**config.mk**
```make
export PLATFORM = sky130hd
export DESIGN_NAME = tkh_ram
export DESIGN_NICKNAME = d
export VERILOG_FILES = /design/src/hw/rtl/assert_macros.svh /design/src/hw/rtl/tkh_pkg.sv /design/src/hw/rtl/tkh_ram.sv
export SDC_FILE = /design/constraint.sdc
export NUM_CORES = 2
export LEC_CHECK = 0
export CORE_UTILIZATION = 30
export DETAILED_ROUTE_END_ITERATION = 16
export DONT_BUFFER_PORTS = 1
export PLACE_DENSITY = 0.53
export SLEW_MARGIN = 5
export SYNTH_ARGS = -nofsm -noshare
export SYNTH_HDL_FRONTEND = slang
export SYNTH_SLANG_ARGS = --single-unit
```
**constraint.sdc**
```tcl
create_clock -name i_clk -period 5.5 [get_ports i_clk]
set_clock_uncertainty 0.2 [all_clocks]
set_input_delay 0 -clock i_clk [delete_from_list [all_inputs] [get_ports i_clk]]
set_output_delay 0 -clock i_clk [all_outputs]
set_load 0.005 [all_outputs]
```
**src/hw/rtl/assert_macros.svh**
```systemverilog
// Assertion helpers for the RTL.
`ifndef ASSERT_MACROS_SVH
`define ASSERT_MACROS_SVH

`ifndef SYNTH

// Check that a condition holds at every clock edge outside reset.
`define ASSERT_ALWAYS(lbl, clk, rst_n, cond) \
    lbl: assert property (@(posedge clk) disable iff (!(rst_n)) (cond)) \
        else $error("assertion failed");

// Check that a consequent follows an antecedent in the same cycle.
`define ASSERT_IMPLY(lbl, clk, rst_n, ante, cons) \
    lbl: assert property (@(posedge clk) disable iff (!(rst_n)) (ante) |-> (cons)) \
        else $error("assertion failed");

// Check that a consequent follows an antecedent in the next cycle.
`define ASSERT_NEXT(lbl, clk, rst_n, ante, cons) \
    lbl: assert property (@(posedge clk) disable iff (!(rst_n)) (ante) |=> (cons)) \
        else $error("assertion failed");

`else

`define ASSERT_ALWAYS(lbl, clk, rst_n, cond)
`define ASSERT_IMPLY(lbl, clk, rst_n, ante, cons)
`define ASSERT_NEXT(lbl, clk, rst_n, ante, cons)

`endif

`endif

```
**src/hw/rtl/tkh_pkg.sv**
```systemverilog
package tkh_pkg;

    localparam int HEAP_DEPTH_DEF = 64;
    localparam int TAG_BITS_DEF   = 32;

    localparam int OP_W     = 2;
    localparam int KEY_W    = 32;
    localparam int TAG_IN_W = 32;
    localparam int SLOT_W   = 6;
    localparam int KEEP_W   = 7;
    localparam int HELD_W   = 7;

    localparam logic [KEEP_W-1:0] KEEP_RESET = 7'd64;

    typedef enum logic [OP_W-1:0] {
        OP_OFFER = 2'd0,
        OP_READ  = 2'd1,
        OP_CLEAR = 2'd2
    } t_op;

endpackage

```
**src/hw/rtl/tkh_ram.sv**
```systemverilog
module tkh_ram #(
    parameter int WIDTH = tkh_pkg::KEY_W + tkh_pkg::TAG_BITS_DEF,
    parameter int DEPTH = tkh_pkg::HEAP_DEPTH_DEF,
    localparam int AW   = (DEPTH > 1) ? $clog2(DEPTH) : 1
) (
    input  logic             i_clk,
    input  logic             i_we,
    input  logic [AW-1:0]    i_waddr,
    input  logic [WIDTH-1:0] i_wdata,
    input  logic [AW-1:0]    i_raddr_a,
    input  logic [AW-1:0]    i_raddr_b,
    output logic [WIDTH-1:0] o_rdata_a,
    output logic [WIDTH-1:0] o_rdata_b
);

    logic [WIDTH-1:0] r_mem [DEPTH];
    logic [WIDTH-1:0] r_rdata_a;
    logic [WIDTH-1:0] r_rdata_b;

    always_ff @(posedge i_clk) begin
        if (i_we) begin
            r_mem[i_waddr] <= i_wdata;
        end
        r_rdata_a <= r_mem[i_raddr_a];
        r_rdata_b <= r_mem[i_raddr_b];
    end

    assign o_rdata_a = r_rdata_a;
    assign o_rdata_b = r_rdata_b;

endmodule

```
* Word level (Yosys, flattened, before mapping) *
Memory sizes are Yosys's and may differ from the RTL's. A register that Yosys moved wholly into a read port is not among the register bits.
Cells that the tools add are included.

storage, ports and cells
  output and inout bits = 128
  word-level logic and storage cells = 3
  input port bits = 84
  memories = 1
  register bits = 0
  bits in writable memories = 4096

memories
  name   words  width  read ports  clocked after Yosys merged registers in  write ports  line           RTL
  r_mem  64     64     2           2                                        1            tkh_ram.sv:16  logic [WIDTH-1:0] r_mem [DEPTH];

operators by class
  muxes and demuxes = 2

operators with widths
  kind              number
  1-bit 2-to-1 mux  2

* Depth between registers and ports, before layout *
  word-level depth = 2
  depth in mapped cells = 9

* Worst setup path before layout *
OpenSTA, ideal clock, no wires.

  kind = input to register
  from = in i_waddr[3]
  to = mem r_mem[48][0] (netlist name) (enable)
  buffers on the path = 1
  library setup time = 0.564 ns
  path slack = -0.110 ns
  data required time = 4.736 ns
  stages = 4
  data arrival time = 4.846 ns
  cells stage by stage = clkbuf_1 -> nor2b_1 -> nand4b_1 -> nor3_1

RTL lines
  item         line           RTL
  from (decl)  tkh_ram.sv:8   input logic [AW-1:0] i_waddr,
  to (decl)    tkh_ram.sv:16

No word-level cell before the write port.

==> flow_metrics.tcl <==
set metrics [dict create \
    place_ws_ps 100 \
    multi_input_comb_area_mm2 0.0592 \
    slew_headroom_pct -69.7 \
    yosysUniqueCellTypes 42 \
    syn-num-nets 8925 \
    synth-async-reset-ratio_pct 0 \
    synthDominantCellAreaShare_pct 65.5 \
    setup_violations_final 0 \
    whs_ps -20.6 \
    io-pin-count 212 \
    hold_class "primary input to register" \
    detail_route.first_pass.iterations 6 \
    ys.flop_type "sky130_fd_sc_hd__edfxtp_1" \
    clock_tree_from_tritoncts "done" \
    drt-initial-drc-count 18900 \
    pin_count_of_the_biggest_net_entering_global_routing 325 \
    synth.yosys.warnings 0 \
    layout.nets 9345 \
    post_cts_resized 0 \
    number_of_cells_on_the_worst_reg_to_reg_path 8 \
    cts.sinks 4224 \
    synth_top_cell_by_area "sky130_fd_sc_hd__edfxtp_1" \
    post_cts_hold_buffer_count 323 \
    crit_path_max_fanout 164 \
    syn-mean-instance-area_um2 21.2 \
    critical_path.endpoint_type "register" \
    route.vias.total 114000 \
    hold-path-endpoint "o_rdata_a[12]" \
    worstPathArrival_ps 5680 \
    grt-ovfl-total 0 \
    timing.final.crit_share_pct 90.1 \
    synth.yosys.seq_area_share_pct 66.9 \
    route.detailed.drc 0 \
    intPower_uw 56700 \
    drt.antenna.violating_nets 0 \
    chipWidth_um 793 \
    synth-edff-count 4096 \
    fraction_of_power_consumed_by_the_clock_network_pct 43.4 \
    clock_path_buffers 4 \
    drt-wirelength-per-cell_um 42.5 \
    ys_seq_elements 4224 \
    groute.usage.overall_pct 23.9 \
    comb_power_share_pct 8.4 \
    outcome "finished with violations" \
    rows 290 \
    synth_cells 8841 \
    place_hpwl_um 412000 \
    report.final.hold_viol_count 1 \
    cap_viol_max_count 0 \
    cts.htree.levels 5 \
    insertion_delay_ps 1090 \
    net-switching-power_uw 18000 \
    critPathLaunchType "primary input" \
    synth_top_cells_by_area "sky130_fd_sc_hd__edfxtp_1, sky130_fd_sc_hd__mux4_2, sky130_fd_sc_hd__o22ai_1" \
    detail_route.vias_per_cell 6.27 \
    reg2reg_from "r_mem[58][42]" \
    synthToLayoutAreaGrowth_pct 17.9 \
    clk_pin_slew_worst_paths_ps 60 \
    floorplan.die_area_mm2 0.629 \
    setup_ws_post_layout_ps 544 \
    postCtsSetupBuffers 0 \
    leakage_uw 0.0674 \
    power.switching_fraction_pct 24.0 \
    crit-reg2reg-capture "o_rdata_b[42]" \
    cts_inserted_buffers 465 \
    ir_drop_v 0.000334 \
    fmax_ghz 0.202 \
    worst-slew-pin-transition_ps 2550 \
    gp_routability_congestion 0.846 \
    number_of_fillers_in_the_final_layout 57000 \
    root_buffer "sky130_fd_sc_hd__clkbuf_16" \
    regArea_mm2 0.126 \
    first_global_vias 113000 \
    worst_hold_startpoint "i_raddr_a[0]" \
    fin_crit_ps 4960 \
    die_height_um 793 \
    cp_data_required_time_ps 6220 \
    core_area_mm2 0.624 \
    power_per_cell_area_mw_per_mm2 337 \
    grt_pass1_wl_um 1030000 \
    grt_setup_unrepaired "no" \
    drive_gt1_share_pct 34.9 \
    min_path_cells 4 \
    drv_slew 332 \
    rrSetupSlack_ps 1720 \
    initial_core_util_pct 30.1 \
    numPortBuffers 0 \
    violations "hold timing, slew limit" \
    drt_wl_total_um 772000 \
    antenna_found_initial 80 \
    worst-setup-path-type "primary input to register" \
    power.share.sequential_pct 48.2 \
    mappedNetlistArea_mm2 0.188 \
]
## power groups by stage
stage	clock [µW]	sequential, µW	combinational (µW)
after detailed placement	0	36700	5000
after floorplan	0	36400	3230
after global routing	33900	36000	6420
after CTS	32800	36100	6130
after global placement	0	36700	4990
final	32400	36000	6250
## synthesized netlist by cell type (79+ instances only)
library cell               count
sky130_fd_sc_hd__a211oi_1     79
sky130_fd_sc_hd__a21oi_1     128
sky130_fd_sc_hd__a221oi_1    134
sky130_fd_sc_hd__a22o_1      136
sky130_fd_sc_hd__buf_2       242
sky130_fd_sc_hd__buf_4       140
sky130_fd_sc_hd__clkbuf_1    296
sky130_fd_sc_hd__dfxtp_1     128
sky130_fd_sc_hd__edfxtp_1   4096
sky130_fd_sc_hd__mux2i_1     177
sky130_fd_sc_hd__mux4_2     2016
sky130_fd_sc_hd__nor2_1      164
sky130_fd_sc_hd__o22ai_1     533
## cells by family (layout without fill, tap and decap cells)
family	Yosys count	after routing	synth area share (%)
buffers and inverters	743	1566	2.05
AND/OR/NAND/NOR	418	418	1.08
AO/OA/AOI/OAI	1247	1247	4.80
flip-flops	4224	4224	66.9
multiplexers	2209	2209	25.2
other	0	194	0
## flip-flops by register name, indices dropped and copies added, names as in the netlist
register / cells
r_mem: 4096
o_rdata_b: 64
o_rdata_a: 64
## how the worst max path moves through the flow
stage | to | start | depth (start not counted) | slack, ps
2_1_floorplan | r_mem[39][0] | i_waddr[5] | 4 | 1260
3_3_place_gp | o_rdata_b[15] | i_raddr_b[0] | 12 | -770
3_5_place_dp | o_rdata_b[15] | i_raddr_b[0] | 12 | 100
4_1_cts | o_rdata_a[19] | i_raddr_a[1] | 13 | 670
5_1_grt | o_rdata_b[42] | i_raddr_b[0] | 12 | 370
6_report | o_rdata_a[19] | i_raddr_a[1] | 12 | 540
## per-layer routing
layer	share of wire, %	GRT usage [%]
met2	46	37.3
met5	0.027	0.0605
met1	37	31.4
met4	5.3	11.1
met3	11	5.81
## metrics by stage
stage / TNS, ps / cell area, µm² / instances / util, % / power, µW
floorplan: 0 / 188000 / 8841 / - / 39700
global placement: -7700 / 199000 / 16800 / 32.0 / 41700
detailed placement: 0 / 199000 / 16800 / 32.0 / 41700
CTS: 0 / 221000 / 18000 / 35.4 / 75000
global route: 0 / 221000 / 18200 / 35.5 / 76400
finish: 0 / 221000 / 18200 / 35.5 / 74700
## placed cells by master (no fill, tap or decap), drive strengths merged, types with 51 or more instances in the layout
cell type,instances
mux2i,177
edfxtp,4096
diode,194
a22o,136
bufinv,54
o22ai,533
buf,511
mux4,2016
clkbuf,603
a221oi,153
o22a,51
a21oi,128
a211oi,79
o221ai,73
nor4,55
clkinv,178
dlygate4sd3,184
nor3,63
dfxtp,128
nor2,164
## area by class of cell
class / count / area share, %
sequential: 4224 / 56.7
multi-input combinational: 3874 / 26.7
clock buffer: 603 / 5.63
tap: 8322 / 4.70
timing repair buffer: 695 / 4.55
clock inverter: 267 / 1.44
antenna: 194 / 0.219
inverter: 1 / 0.00283
## critical path, stage by stage
cell and delay (ps):
sky130_fd_sc_hd__buf_16 240, sky130_fd_sc_hd__buf_16 530, sky130_fd_sc_hd__buf_16 750, sky130_fd_sc_hd__buf_16 790, sky130_fd_sc_hd__mux4_2 420, sky130_fd_sc_hd__mux2i_1 400, sky130_fd_sc_hd__a211oi_1 190, sky130_fd_sc_hd__dlygate4sd3_1 600
sky130_fd_sc_hd__a21oi_1 100, sky130_fd_sc_hd__dlygate4sd3_1 610, sky130_fd_sc_hd__a221oi_4 40, sky130_fd_sc_hd__dlygate4sd3_1 570
Power figures use the tool's default switching activity.
